<file path="src/rtl/radio_link_connection_manager_assert.svh">
`ifndef RADIO_LINK_CONNECTION_MANAGER_ASSERT_SVH
`define RADIO_LINK_CONNECTION_MANAGER_ASSERT_SVH

// same-cycle implication, checked outside reset
`define RLCM_ASSERT_NOW(label, ante, cons) \
    label: assert property (@(posedge i_clk) disable iff (!i_rst_n) (ante) |-> (cons)) \
        else $error("rlcm assertion failed");

// next-cycle implication, checked outside reset
`define RLCM_ASSERT_NEXT(label, ante, cons) \
    label: assert property (@(posedge i_clk) disable iff (!i_rst_n) (ante) |=> (cons)) \
        else $error("rlcm assertion failed");

`endif

</file>
<file path="src/rtl/rlcm_pkg.sv">
package rlcm_pkg;

    localparam logic [9:0]  MAX_PAYLOAD = 10'd248;
    localparam logic [47:0] MAC_BCAST   = 48'hFFFF_FFFF_FFFF;

    // opcodes
    localparam logic [1:0] OP_BEGIN = 2'd0;
    localparam logic [1:0] OP_TIME  = 2'd1;
    localparam logic [1:0] OP_FRAME = 2'd2;
    localparam logic [1:0] OP_SEND  = 2'd3;

    // link modes
    localparam logic [1:0] MODE_UNINIT     = 2'd0;
    localparam logic [1:0] MODE_SCAN       = 2'd1;
    localparam logic [1:0] MODE_CONNECTING = 2'd2;
    localparam logic [1:0] MODE_CONNECTED  = 2'd3;

    // received frame kinds
    localparam logic [1:0] RX_OFFER  = 2'd0;
    localparam logic [1:0] RX_ACCEPT = 2'd1;
    localparam logic [1:0] RX_PONG   = 2'd2;

    // sent frame kinds
    localparam logic [1:0] TX_DISCOVER = 2'd0;
    localparam logic [1:0] TX_CONNREQ  = 2'd1;
    localparam logic [1:0] TX_PING     = 2'd2;
    localparam logic [1:0] TX_DATA     = 2'd3;

    // status codes
    localparam logic [2:0] ST_OK          = 3'd0;
    localparam logic [2:0] ST_NOT_INIT    = 3'd1;
    localparam logic [2:0] ST_BAD_CONFIG  = 3'd2;
    localparam logic [2:0] ST_BAD_ARG     = 3'd3;
    localparam logic [2:0] ST_TOO_LARGE   = 3'd4;
    localparam logic [2:0] ST_WOULD_BLOCK = 3'd5;
    localparam logic [2:0] ST_INTERNAL    = 3'd6;

    // register indexes
    localparam logic [2:0] REG_FIRST_CHANNEL = 3'd0;
    localparam logic [2:0] REG_MAX_CHANNEL   = 3'd1;
    localparam logic [2:0] REG_DWELL         = 3'd2;
    localparam logic [2:0] REG_CONN_TIMEOUT  = 3'd3;
    localparam logic [2:0] REG_PING_INTERVAL = 3'd4;
    localparam logic [2:0] REG_MAX_MISSED    = 3'd5;

    localparam int LIVE_W = 25;

    typedef struct packed {
        logic [3:0]        first_channel;
        logic [3:0]        max_channel;
        logic [15:0]       dwell_ms;
        logic [15:0]       connect_timeout_ms;
        logic [15:0]       ping_interval_ms;
        logic [7:0]        max_missed_pongs;
        logic [LIVE_W-1:0] live_ms;
    } t_cfg;

    typedef struct packed {
        logic [1:0]  opcode;
        logic [31:0] now_ms;
        logic        header_valid;
        logic [1:0]  frame_kind;
        logic [47:0] source_mac;
        logic [9:0]  payload_len;
    } t_item;

    typedef struct packed {
        logic [2:0]  status;
        logic [1:0]  link_state;
        logic        tune_channel;
        logic [3:0]  channel;
        logic        send_frame;
        logic [1:0]  sent_kind;
        logic [47:0] destination_mac;
        logic [31:0] reconnect_total;
        logic [31:0] bad_header_total;
        logic [31:0] data_sent_total;
    } t_result;

    // elapsed time modulo 2^32 against an interval
    function automatic logic f_passed(logic [31:0] now, logic [31:0] start,
                                      logic [31:0] interval);
        logic [31:0] elapsed;
        elapsed = now - start;
        return elapsed >= interval;
    endfunction

endpackage

</file>
<file path="src/rtl/rlcm_core.sv">
module rlcm_core (
    input  logic             i_clk,
    input  logic             i_rst_n,
    input  logic             i_fire,
    input  rlcm_pkg::t_item  i_item,
    input  rlcm_pkg::t_cfg   i_cfg,
    output rlcm_pkg::t_result o_res
);

    logic        r_ready, n_ready;
    logic [1:0]  r_mode, n_mode;
    logic [3:0]  r_scan_pos, n_scan_pos;
    logic        r_retune, n_retune;
    logic [31:0] r_dwell_start, n_dwell_start;
    logic [31:0] r_conn_start, n_conn_start;
    logic [31:0] r_pong_time, n_pong_time;
    logic [31:0] r_ping_time, n_ping_time;
    logic [47:0] r_server_mac, n_server_mac;
    logic [31:0] r_reconnect, n_reconnect;
    logic [31:0] r_bad_header, n_bad_header;
    logic [31:0] r_data_sent, n_data_sent;

    logic w_cfg_bad;
    logic w_dwell_done, w_conn_done, w_live_done, w_ping_done;
    logic w_mac_match;

    assign w_cfg_bad = (i_cfg.dwell_ms == 16'd0) || (i_cfg.connect_timeout_ms == 16'd0)
                    || (i_cfg.ping_interval_ms == 16'd0) || (i_cfg.max_missed_pongs == 8'd0)
                    || (i_cfg.first_channel == 4'd0)
                    || (i_cfg.first_channel > i_cfg.max_channel);

    assign w_dwell_done = rlcm_pkg::f_passed(i_item.now_ms, r_dwell_start,
                                             {16'd0, i_cfg.dwell_ms});
    assign w_conn_done  = rlcm_pkg::f_passed(i_item.now_ms, r_conn_start,
                                             {16'd0, i_cfg.connect_timeout_ms});
    assign w_live_done  = rlcm_pkg::f_passed(i_item.now_ms, r_pong_time,
                                             {{(32-rlcm_pkg::LIVE_W){1'b0}}, i_cfg.live_ms});
    assign w_ping_done  = rlcm_pkg::f_passed(i_item.now_ms, r_ping_time,
                                             {16'd0, i_cfg.ping_interval_ms});
    assign w_mac_match  = (i_item.source_mac == r_server_mac);

    always_comb begin
        n_ready       = r_ready;
        n_mode        = r_mode;
        n_scan_pos    = r_scan_pos;
        n_retune      = r_retune;
        n_dwell_start = r_dwell_start;
        n_conn_start  = r_conn_start;
        n_pong_time   = r_pong_time;
        n_ping_time   = r_ping_time;
        n_server_mac  = r_server_mac;
        n_reconnect   = r_reconnect;
        n_bad_header  = r_bad_header;
        n_data_sent   = r_data_sent;

        o_res = '0;

        if (i_item.opcode == rlcm_pkg::OP_BEGIN) begin
            n_ready = 1'b0;
            n_mode  = rlcm_pkg::MODE_UNINIT;
            if (w_cfg_bad) begin
                o_res.status = rlcm_pkg::ST_BAD_CONFIG;
            end else begin
                n_scan_pos = i_cfg.first_channel;
                n_mode     = rlcm_pkg::MODE_SCAN;
                n_retune   = 1'b1;
                n_ready    = 1'b1;
            end
        end else if (!r_ready) begin
            o_res.status = rlcm_pkg::ST_NOT_INIT;
        end else begin
            unique case (i_item.opcode)
                rlcm_pkg::OP_TIME: begin
                    unique case (r_mode)
                        rlcm_pkg::MODE_SCAN: begin
                            if (r_retune || w_dwell_done) begin
                                if (!r_retune) begin
                                    n_scan_pos = (r_scan_pos >= i_cfg.max_channel) ? 4'd1
                                               : 4'(r_scan_pos + 4'd1);
                                end
                                n_retune              = 1'b0;
                                n_dwell_start         = i_item.now_ms;
                                o_res.tune_channel    = 1'b1;
                                o_res.channel         = n_scan_pos;
                                o_res.send_frame      = 1'b1;
                                o_res.sent_kind       = rlcm_pkg::TX_DISCOVER;
                                o_res.destination_mac = rlcm_pkg::MAC_BCAST;
                            end
                        end
                        rlcm_pkg::MODE_CONNECTING: begin
                            if (w_conn_done) begin
                                n_mode   = rlcm_pkg::MODE_SCAN;
                                n_retune = 1'b1;
                            end
                        end
                        rlcm_pkg::MODE_CONNECTED: begin
                            if (w_live_done) begin
                                n_reconnect = r_reconnect + 32'd1;
                                n_mode      = rlcm_pkg::MODE_SCAN;
                                n_retune    = 1'b1;
                            end else if (w_ping_done) begin
                                n_ping_time           = i_item.now_ms;
                                o_res.send_frame      = 1'b1;
                                o_res.sent_kind       = rlcm_pkg::TX_PING;
                                o_res.destination_mac = r_server_mac;
                            end
                        end
                        default: begin
                            o_res.status = rlcm_pkg::ST_INTERNAL;
                        end
                    endcase
                end
                rlcm_pkg::OP_FRAME: begin
                    if (!i_item.header_valid) begin
                        n_bad_header = r_bad_header + 32'd1;
                    end else if (r_mode == rlcm_pkg::MODE_SCAN) begin
                        if (i_item.frame_kind == rlcm_pkg::RX_OFFER) begin
                            n_server_mac          = i_item.source_mac;
                            n_conn_start          = i_item.now_ms;
                            n_mode                = rlcm_pkg::MODE_CONNECTING;
                            o_res.send_frame      = 1'b1;
                            o_res.sent_kind       = rlcm_pkg::TX_CONNREQ;
                            o_res.destination_mac = i_item.source_mac;
                        end
                    end else if (r_mode == rlcm_pkg::MODE_CONNECTING) begin
                        if (i_item.frame_kind == rlcm_pkg::RX_ACCEPT && w_mac_match) begin
                            n_mode      = rlcm_pkg::MODE_CONNECTED;
                            n_pong_time = i_item.now_ms;
                            n_ping_time = i_item.now_ms;
                        end
                    end else if (r_mode == rlcm_pkg::MODE_CONNECTED) begin
                        if (i_item.frame_kind == rlcm_pkg::RX_PONG && w_mac_match) begin
                            n_pong_time = i_item.now_ms;
                        end
                    end
                end
                default: begin
                    if (i_item.payload_len == 10'd0) begin
                        o_res.status = rlcm_pkg::ST_BAD_ARG;
                    end else if (i_item.payload_len > rlcm_pkg::MAX_PAYLOAD) begin
                        o_res.status = rlcm_pkg::ST_TOO_LARGE;
                    end else if (r_mode != rlcm_pkg::MODE_CONNECTED) begin
                        o_res.status = rlcm_pkg::ST_WOULD_BLOCK;
                    end else begin
                        o_res.send_frame      = 1'b1;
                        o_res.sent_kind       = rlcm_pkg::TX_DATA;
                        o_res.destination_mac = r_server_mac;
                        n_data_sent           = r_data_sent + 32'd1;
                    end
                end
            endcase
        end

        o_res.link_state       = n_mode;
        o_res.reconnect_total  = n_reconnect;
        o_res.bad_header_total = n_bad_header;
        o_res.data_sent_total  = n_data_sent;
    end

    always_ff @(posedge i_clk) begin
        if (!i_rst_n) begin
            r_ready       <= 1'b0;
            r_mode        <= rlcm_pkg::MODE_UNINIT;
            r_scan_pos    <= 4'd0;
            r_retune      <= 1'b0;
            r_dwell_start <= 32'd0;
            r_conn_start  <= 32'd0;
            r_pong_time   <= 32'd0;
            r_ping_time   <= 32'd0;
            r_server_mac  <= 48'd0;
            r_reconnect   <= 32'd0;
            r_bad_header  <= 32'd0;
            r_data_sent   <= 32'd0;
        end else if (i_fire) begin
            r_ready       <= n_ready;
            r_mode        <= n_mode;
            r_scan_pos    <= n_scan_pos;
            r_retune      <= n_retune;
            r_dwell_start <= n_dwell_start;
            r_conn_start  <= n_conn_start;
            r_pong_time   <= n_pong_time;
            r_ping_time   <= n_ping_time;
            r_server_mac  <= n_server_mac;
            r_reconnect   <= n_reconnect;
            r_bad_header  <= n_bad_header;
            r_data_sent   <= n_data_sent;
        end
    end

`include "radio_link_connection_manager_assert.svh"

    // a ready link is never in the uninitialized mode
    `RLCM_ASSERT_NOW(a_ready_mode, r_ready, r_mode != rlcm_pkg::MODE_UNINIT)

    // a retune always names a real channel
    `RLCM_ASSERT_NOW(a_tune_chan, i_fire && o_res.tune_channel, o_res.channel != 4'd0)

    // a data frame bumps the sent counter by exactly one
    `RLCM_ASSERT_NEXT(a_data_count,
        i_fire && o_res.send_frame && o_res.sent_kind == rlcm_pkg::TX_DATA,
        r_data_sent == $past(r_data_sent) + 32'd1)

    // items before a good begin leave the mode alone
    `RLCM_ASSERT_NEXT(a_uninit_hold,
        i_fire && !r_ready && i_item.opcode != rlcm_pkg::OP_BEGIN,
        $stable(r_mode) && $stable(r_ready))

endmodule

</file>
<file path="src/rtl/radio_link_connection_manager.sv">
// channel   dir  handshake                      payload
// s_axis    in   s_axis_tvalid / s_axis_tready  tuser: opcode; tdata: event fields
// m_axis    out  m_axis_tvalid / m_axis_tready  tdata: result fields
// cfg       in   i_cfg_we (no wait)             i_cfg_index, i_cfg_data
//
// one item per cycle sustained while the m_axis side does not stall; each item is held in the
// input register and is evaluated against the link state on its way into the output register,
// which drives m_axis_tvalid
// synchronous active-low reset clears the link state, counters and valid flags
// a stalled m_axis side holds the output register and the input register fills behind it
module radio_link_connection_manager (
    input  logic          i_clk,
    input  logic          i_rst_n,
    input  logic          s_axis_tvalid,
    output logic          s_axis_tready,
    // now_ms, header_valid, frame_kind, source_mac, payload_len, zero pad
    input  logic [95:0]   s_axis_tdata,
    // opcode
    input  logic [1:0]    s_axis_tuser,
    output logic          m_axis_tvalid,
    input  logic          m_axis_tready,
    // status, link_state, tune_channel, channel, send_frame, sent_kind,
    // destination_mac, reconnect_total, bad_header_total, data_sent_total, zero pad
    output logic [159:0]  m_axis_tdata,
    input  logic          i_cfg_we,
    input  logic [2:0]    i_cfg_index,
    input  logic [15:0]   i_cfg_data
);

    logic              r_in_valid;
    rlcm_pkg::t_item   r_in;
    logic              r_out_valid;
    rlcm_pkg::t_result r_out;
    rlcm_pkg::t_cfg    r_cfg;
    rlcm_pkg::t_result w_res;
    rlcm_pkg::t_item   w_item;
    logic              w_adv;
    logic              w_fire;

    assign w_adv  = !r_out_valid || m_axis_tready;
    assign w_fire = r_in_valid && w_adv;
    assign s_axis_tready = !r_in_valid || w_adv;

    assign w_item.opcode       = s_axis_tuser;
    assign w_item.now_ms       = s_axis_tdata[31:0];
    assign w_item.header_valid = s_axis_tdata[32];
    assign w_item.frame_kind   = s_axis_tdata[34:33];
    assign w_item.source_mac   = s_axis_tdata[82:35];
    assign w_item.payload_len  = s_axis_tdata[92:83];

    always_ff @(posedge i_clk) begin
        if (!i_rst_n) begin
            r_in_valid  <= 1'b0;
            r_out_valid <= 1'b0;
        end else begin
            if (s_axis_tready) begin
                r_in_valid <= s_axis_tvalid;
            end
            if (w_adv) begin
                r_out_valid <= r_in_valid;
            end
        end
    end

    always_ff @(posedge i_clk) begin
        if (s_axis_tvalid && s_axis_tready) begin
            r_in <= w_item;
        end
        if (w_fire) begin
            r_out <= w_res;
        end
    end

    always_ff @(posedge i_clk) begin
        if (!i_rst_n) begin
            r_cfg.first_channel      <= 4'd1;
            r_cfg.max_channel        <= 4'd13;
            r_cfg.dwell_ms           <= 16'd100;
            r_cfg.connect_timeout_ms <= 16'd500;
            r_cfg.ping_interval_ms   <= 16'd1000;
            r_cfg.max_missed_pongs   <= 8'd3;
            r_cfg.live_ms            <= '0;
        end else begin
            if (i_cfg_we) begin
                unique case (i_cfg_index)
                    rlcm_pkg::REG_FIRST_CHANNEL: r_cfg.first_channel      <= i_cfg_data[3:0];
                    rlcm_pkg::REG_MAX_CHANNEL:   r_cfg.max_channel        <= i_cfg_data[3:0];
                    rlcm_pkg::REG_DWELL:         r_cfg.dwell_ms           <= i_cfg_data;
                    rlcm_pkg::REG_CONN_TIMEOUT:  r_cfg.connect_timeout_ms <= i_cfg_data;
                    rlcm_pkg::REG_PING_INTERVAL: r_cfg.ping_interval_ms   <= i_cfg_data;
                    rlcm_pkg::REG_MAX_MISSED:    r_cfg.max_missed_pongs   <= i_cfg_data[7:0];
                    default: ;
                endcase
            end
            // liveness window is ping interval times (missed pongs + 1), kept in its own register
            r_cfg.live_ms <= {{(rlcm_pkg::LIVE_W-16){1'b0}}, r_cfg.ping_interval_ms}
                           * ({{(rlcm_pkg::LIVE_W-8){1'b0}}, r_cfg.max_missed_pongs}
                              + rlcm_pkg::LIVE_W'(1));
        end
    end

    rlcm_core u_core (
        .i_clk   (i_clk),
        .i_rst_n (i_rst_n),
        .i_fire  (w_fire),
        .i_item  (r_in),
        .i_cfg   (r_cfg),
        .o_res   (w_res)
    );

    assign m_axis_tvalid = r_out_valid;
    assign m_axis_tdata  = {3'd0,
                            r_out.data_sent_total,
                            r_out.bad_header_total,
                            r_out.reconnect_total,
                            r_out.destination_mac,
                            r_out.sent_kind,
                            r_out.send_frame,
                            r_out.channel,
                            r_out.tune_channel,
                            r_out.link_state,
                            r_out.status};

endmodule

</file>
<file path="config.mk">
export PLATFORM = sky130hd
export DESIGN_NAME = radio_link_connection_manager
export DESIGN_NICKNAME = d
export VERILOG_FILES = /design/src/rtl/rlcm_pkg.sv /design/src/rtl/rlcm_core.sv /design/src/rtl/radio_link_connection_manager.sv
export VERILOG_INCLUDE_DIRS = /design/src /design/src/rtl
export SDC_FILE = /design/constraint.sdc
export NUM_CORES = 2
export LEC_CHECK = 0
export BUFFER_PORTS_ARGS = -buffer_cell sky130_fd_sc_hd__buf_2
export CAP_MARGIN = 5
export CORE_MARGIN = 4
export CORE_UTILIZATION = 65
export CTS_CLUSTER_SIZE = 24
export DETAILED_ROUTE_END_ITERATION = 8
export GPL_ROUTABILITY_DRIVEN = 0
export PLACE_DENSITY_LB_ADDON = 0.12
export SLEW_MARGIN = 20
export SYNTH_ARGS = -nofsm -noshare
export SYNTH_HDL_FRONTEND = slang
export SYNTH_SLANG_ARGS = --single-unit
export TNS_END_PERCENT = 30
</file>
<file path="constraint.sdc">
create_clock -name i_clk -period 10.9 [get_ports i_clk]
set_input_delay 1.635 -clock i_clk [delete_from_list [all_inputs] [get_ports i_clk]]
set_output_delay 1.635 -clock i_clk [all_outputs]
set_load 0.005 [all_outputs]
</file>
* Yosys cells after proc, flatten, opt, wreduce, memory -nomap -nowiden
Index checks and enable logic that the tools add are counted.
Storage, ports and cells: register bits after elaboration 623, output and inout bits 162, word-level logic and storage cells 208
Operators by class: add/sub/neg operators 9, multipliers 1, multiplexer cells 74, reduce and logical (&&, ||, !) cells 49, bitwise gates (word level) 5, order comparisons 7, equal/unequal tests 26
Operator list (number):
- $mux W32 | 25
- $mux W51 | 8
- $pmux W51 S2 | 2
- $sub A32 B32 Y32 | 4
- $add A32 B1 Y32 const B | 3
- $ge A32 B16 Y1 | 3
- $pmux W32 S2 | 1
- $mux W56 | 1
- $eq A48 B48 Y1 | 1
- $logic_not A16 Y1 | 3
- $ge A32 B25 Y1 | 1
- $mux W4 | 8
- $mul A16 B9 Y25 | 1
- $mux W2 | 10
- $mux W3 | 6
- $reduce_and A2 Y1 | 7
- $reduce_bool A2 Y1 | 7
- $ne A2 B2 Y1 const B | 6
- $reduce_and A6 Y1 | 2
- $reduce_and A11 Y1 | 1
- $gt A10 B8 Y1 const B | 1
- $logic_not A10 Y1 | 1
- $add A8 B1 Y9 const B | 1
- $mux W1 | 9
- 29 further kinds | 59

* Logic depth before layout (Yosys ltp)
depth in word-level cells 9, gate-level depth with buffers 27

* Hierarchy
Synthesis repeated with hierarchy kept, for this count alone.
Unflattened totals: cell total of the unflattened synthesis 4514, area, all modules 39761.9 sq um
Modules (own cells, without submodules):
- rlcm_core | area an instance 24458.5 sq um, instances 1, cells each 3355
- radio_link_connection_manager | area an instance 15303.4 sq um, instances 1, cells each 1159

* Worst setup path after synthesis
OpenSTA, ideal clock, no wires.
kind input to register, start point input m_axis_tready, end point register u_core.r_reconnect[6], data arrival time 7.259 ns, buffers on the path 2, slack 3.553 ns, required time 10.812 ns, stages 7, cells stage by stage nor2b_1 -> nand2b_1 -> clkbuf_1 -> clkinv_1 -> clkbuf_1 -> nand4_1 -> mux2i_1
Between the ends: longest elaborated chain between the ends 2
Ends and longest elaborated chain:
- from (decl) | RTL line radio_link_connection_manager.sv:21 | input logic m_axis_tready,
- $logic_or A1 B1 Y1 | RTL line radio_link_connection_manager.sv:40 | assign w_adv = !r_out_valid || m_axis_tready;
- $logic_and A1 B1 Y1 | RTL line radio_link_connection_manager.sv:41 | assign w_fire = r_in_valid && w_adv;
- via u_core.i_fire | RTL line rlcm_core.sv:4 | input logic i_fire,
- to (signal assigned) | RTL line rlcm_core.sv:184 | r_reconnect <= n_reconnect;
- to (decl) | RTL line rlcm_core.sv:19 | logic [31:0] r_reconnect, n_reconnect;
The timed path passes the listed nets, and every way through them passes these cells. A chain may end at the register's enable or synchronous reset.

* Worst setup path after layout
start point register r_in[61] (netlist bit), end point register u_core.r_dwell_start[11]
Between the ends: longest elaborated chain between the ends 4
Ends and longest elaborated chain:
- from (decl) | RTL line radio_link_connection_manager.sv:31 | rlcm_pkg::t_item r_in;
- from (signal assigned) | RTL line radio_link_connection_manager.sv:67 | r_in <= w_item;
- $sub A32 B32 Y32 | RTL line rlcm_pkg.sv:84 | elapsed = now - start;
- $ge A32 B16 Y1 | RTL line rlcm_pkg.sv:85 | return elapsed >= interval;
- $logic_or A1 B1 Y1 | RTL line rlcm_core.sv:76 | if (r_retune || w_dwell_done) begin
- $reduce_and A6 Y1 (no source line)
- to (signal assigned) | RTL line rlcm_core.sv:179 | r_dwell_start <= n_dwell_start;
- to (decl) | RTL line rlcm_core.sv:14 | logic [31:0] r_dwell_start, n_dwell_start;
No other way between the ends.

==> flow_summary.ini <==
[worst_setup_path]
cp_slowest_cell = or3_2
start_kind = flop
critical_path_class = flop to flop
arrival_ns = 7.42
r2r-end = u_core.r_dwell_start[11]$_SDFFE_PN0P_
cp-end-kind = flop
critPathRequiredTime_ns = 11.41
max_stage_delay_ns = 0.79
crit_chain = inv_1, ha_1, inv_1, fa_1, a211oi_1, o211ai_1, a21oi_1, nand2_1, a21o_1, a21oi_1, xnor2_1, ha_1, nor2b_1, o21ai_0, and4_1, o2111ai_1, nor4b_1, nand4b_1, a2111oi_0, a41oi_1, nor2_1, or3_2, mux2i_1
reg2reg_slack_ns = 3.99
cp_max_fo = 32
r2r_cells = 23
reg2reg_from = r_in[61]$_DFFE_PP_

[power_and_ir_drop]
swShare_pct = 25.6
p_per_area_nw_per_um2 = 130
power.total_mw = 5.67
p_seq_share_pct = 45.1
p_int_mw = 4.21
switchingPower_mw = 1.45
p_leak_nw = 17.8
vdd_drop_max_mv = 0.165
power_frac_comb_pct = 12.4
clkPwrFrac_pct = 42.5

[drt]
drtIter0Drc = 2613
drcViolationCount = 0
drt_wl_total_mm = 100
vias_per_cell = 6.05
ant_nets = 0
dr_total_vias = 32600
wl_per_cell_um = 18.6
dr.pass1.iters = 6

[yosys]
syn_area_um2 = 39300
synth_top_area_share_pct = 19.2
syn_avg_cell_area_um2 = 8.97
synth-async-reset-ratio_pct = 0
yosys.area.top_type = edfxtp_1
synth_cell_type_count = 94
synth_top_cells_by_area = edfxtp_1 19%, dfxtp_1 19%, ha_1 8.3%
synth_cells = 4381
synth-seq-cells = 623
yosys_warnings = 0
ys_seq_area_share_pct = 38.1
ys.flop_type = dfxtp_1
synth_edf_count = 252

[floorplan]
coreArea_um2 = 59500
io_pins = 284
initial_core_util_pct = 66.1
fp.dieW_um = 254
fp.dieH_um = 254
die_area_um2 = 64500
rows = 89

[global_routing]
antenna_found_initial = 5
grt_max_degree = 119
grt-ovfl-total = 0
grt_pass1_vias = 30600
track_usage_pct = 30.1
grt_pass1_wl_mm = 158

[cells_and_area]
layout.nets = 5044
nFillCells = 4582
area_growth_pct = 10.7
drive_gt1_share_pct = 10.2

[sta]
finalSetupViolations = 0
max_freq_ghz = 0.145
finalHoldViolations = 0
final-max-slew-violation-count = 0
finalCritPeriodShare_pct = 63.4
grt_setup_unrepaired = no
fin_skew_ns = 0.0254
min_period_ns = 6.91
fin_ws_ns = 3.99
tns_ns = 0
holdWs_ns = 0.454
max_slew.worst_pin.slew_ns = 1.04
slew-limit-headroom_pct = 30.3

[clock_tree]
cts.reportedPaths.clkPinSlew_ns = 0.06
holdBufCountCts = 0
h-tree-depth = 3
cts_resized = 0
cts_setup_buffers = 0
numCtsBuffers = 68
cts_tree = built
insertion_delay_ns = 0.61
root_buffer = clkbuf_16
clk_path_buf_depth = 3
cts_sinks = 623

[hold_path]
min_to = u_core.r_conn_start[4]$_SDFFE_PN0P_
min_from = u_core.r_conn_start[4]$_SDFFE_PN0P_
worstHoldPathType = flop to flop
holdPathStages = 2

[status]
status = finished, final reports clean

[placement]
port_buffers = 277
dp_slack_ns = 4.05
dp_hpwl_mm = 72.3

[flow_run]
maxCapViolCount = 0
kinds of logic (layout without fill, tap and decap cells):
logic type                 Yosys count  after routing  synth area share [%]
AOI/OAI and AO/OA                  872            872                  14.5
other                                1              8               0.00954
DFF                                623            623                  38.1
xor gates and xnor gates           296            296                  6.59
buffers and inverters              544            774                  5.35
and+or+nand+nor                   1560           1560                  18.7
muxes                              122            122                  3.12
adders and majority gates          363            363                  13.5
cells in the mapped netlist (all sizes together), types with 7 or more instances:
cell and count:
a211oi 90, xor2 163, nor3b 13, dfxtp 371, or2 8, nand2 649
or3 42, a21oi 324, o31a 8, a31oi 13, mux2i 117, a21o 64
a2111oi 10, o21bai 17, o21ai 126, nor4b 7, o2111ai 11, ha 260
nand2b 45, o31ai 17, or4 32, a21boi 11, xnor2 133, o211ai 34
edfxtp 252, o21a 33, nand4 58, and2 70, nor2b 37, o22ai 8
o311ai 7, inv 344, a211o 14, nor3 66, o311a 22, and3 56
nor2 306, fa 103, nand3 97, nor4 35, and4 13, clkbuf 170
buf 28, a41oi 7
per-stage QoR:
stage	cells	area, um2	util, %
CTS	5386	43500	73.2
global placement	5262	41200	69.2
finish	5391	43500	73.2
detailed placement	5262	41200	69.2
floorplan	4383	39300	-
global route	5390	43500	73.2
cells in the final DEF, fill, tap and decap left out, types with 73 or more instances in the layout:
master / count
buf_2: 276
dfxtp_1: 371
mux2i_1: 117
nand2_1: 649
o21ai_0: 119
a211oi_1: 90
clkbuf_16: 73
ha_1: 260
a21oi_1: 321
xnor2_1: 133
nor2_1: 305
fa_1: 103
xor2_1: 162
nand3_1: 97
inv_1: 344
edfxtp_1: 252
layer usage:
metal / routed length, um / global-route usage [%] / part of all wire (%) / vias up
li1: - / - / - / 15700
met4: 3660 / 10.5 / 3.7 / 0
met2: 46600 / 49.2 / 47 / 1164
met5: 0 / 0 / 0 / -
met1: 43100 / 41.7 / 43 / 15600
met3: 6680 / 3.98 / 6.7 / 215
state kept, by name, indices dropped and copies added, names as in the netlist:
signal / count
u_core.r_ready: 1
u_core.r_dwell_start: 32
r_in: 95
m_axis_tvalid: 1
m_axis_tdata: 157
u_core.r_retune: 1
u_core.r_pong_time: 32
u_core.r_mode: 2
u_core.r_server_mac: 48
u_core.r_ping_time: 32
u_core.r_scan_pos: 4
r_cfg: 89
u_core.r_bad_header: 32
u_core.r_reconnect: 32
u_core.r_data_sent: 32
r_in_valid: 1
u_core.r_conn_start: 32
critical path: cells and delay by family (launching register included):
family | cells | cell delay, ns
XOR/XNOR | 1 | 0.14
AND/OR/NAND/NOR | 7 | 2.13
buffers and inverters | 2 | 0.29
AO/OA/AOI/OAI | 9 | 2.63
multiplexers | 1 | 0.28
flip-flops | 1 | 0.42
adder cells (fa/ha/maj) | 3 | 0.92
worst max path at each step:
stage,start,end,slack [ns],depth (start not counted)
5_1_grt,r_in[61]$_DFFE_PP_,u_core.r_dwell_start[6]$_SDFFE_PN0P_,3.61,23
3_3_place_gp,r_cfg[25]$_SDFFE_PN1P_,r_cfg[24]$_SDFF_PN0_,4.12,23
2_1_floorplan,m_axis_tready,u_core.r_reconnect[6]$_SDFFE_PN0P_,3.55,7
4_1_cts,r_cfg[25]$_SDFFE_PN1P_,r_cfg[24]$_SDFF_PN0_,4.03,23
3_5_place_dp,r_cfg[25]$_SDFFE_PN1P_,r_cfg[24]$_SDFF_PN0_,4.05,23
6_report,r_in[61]$_DFFE_PP_,u_core.r_dwell_start[11]$_SDFFE_PN0P_,3.99,23
power groups by stage:
stage	Clock [mW]	Sequential (mW)	Combinational, mW
global route	2.54	2.56	0.785
detailed placement	0	2.60	0.692
CTS	2.44	2.55	0.697
finish	2.41	2.55	0.704
floorplan	0	2.58	0.496
global placement	0	2.60	0.675
layout make-up:
type | count | area [um2] | share of cell area, %
Multi-Input combinational cell | 3216 | 22300 | 51.2
Antenna cell | 5 | 12.5 | 0.0287
Clock inverter | 28 | 344 | 0.790
Inverter | 346 | 1310 | 3.02
Sequential cell | 623 | 15000 | 34.4
Clock buffer | 96 | 2010 | 4.62
Tap cell | 773 | 967 | 2.22
Timing Repair Buffer | 304 | 1590 | 3.66
No activity file was read; power rests on OpenSTA's default activity.
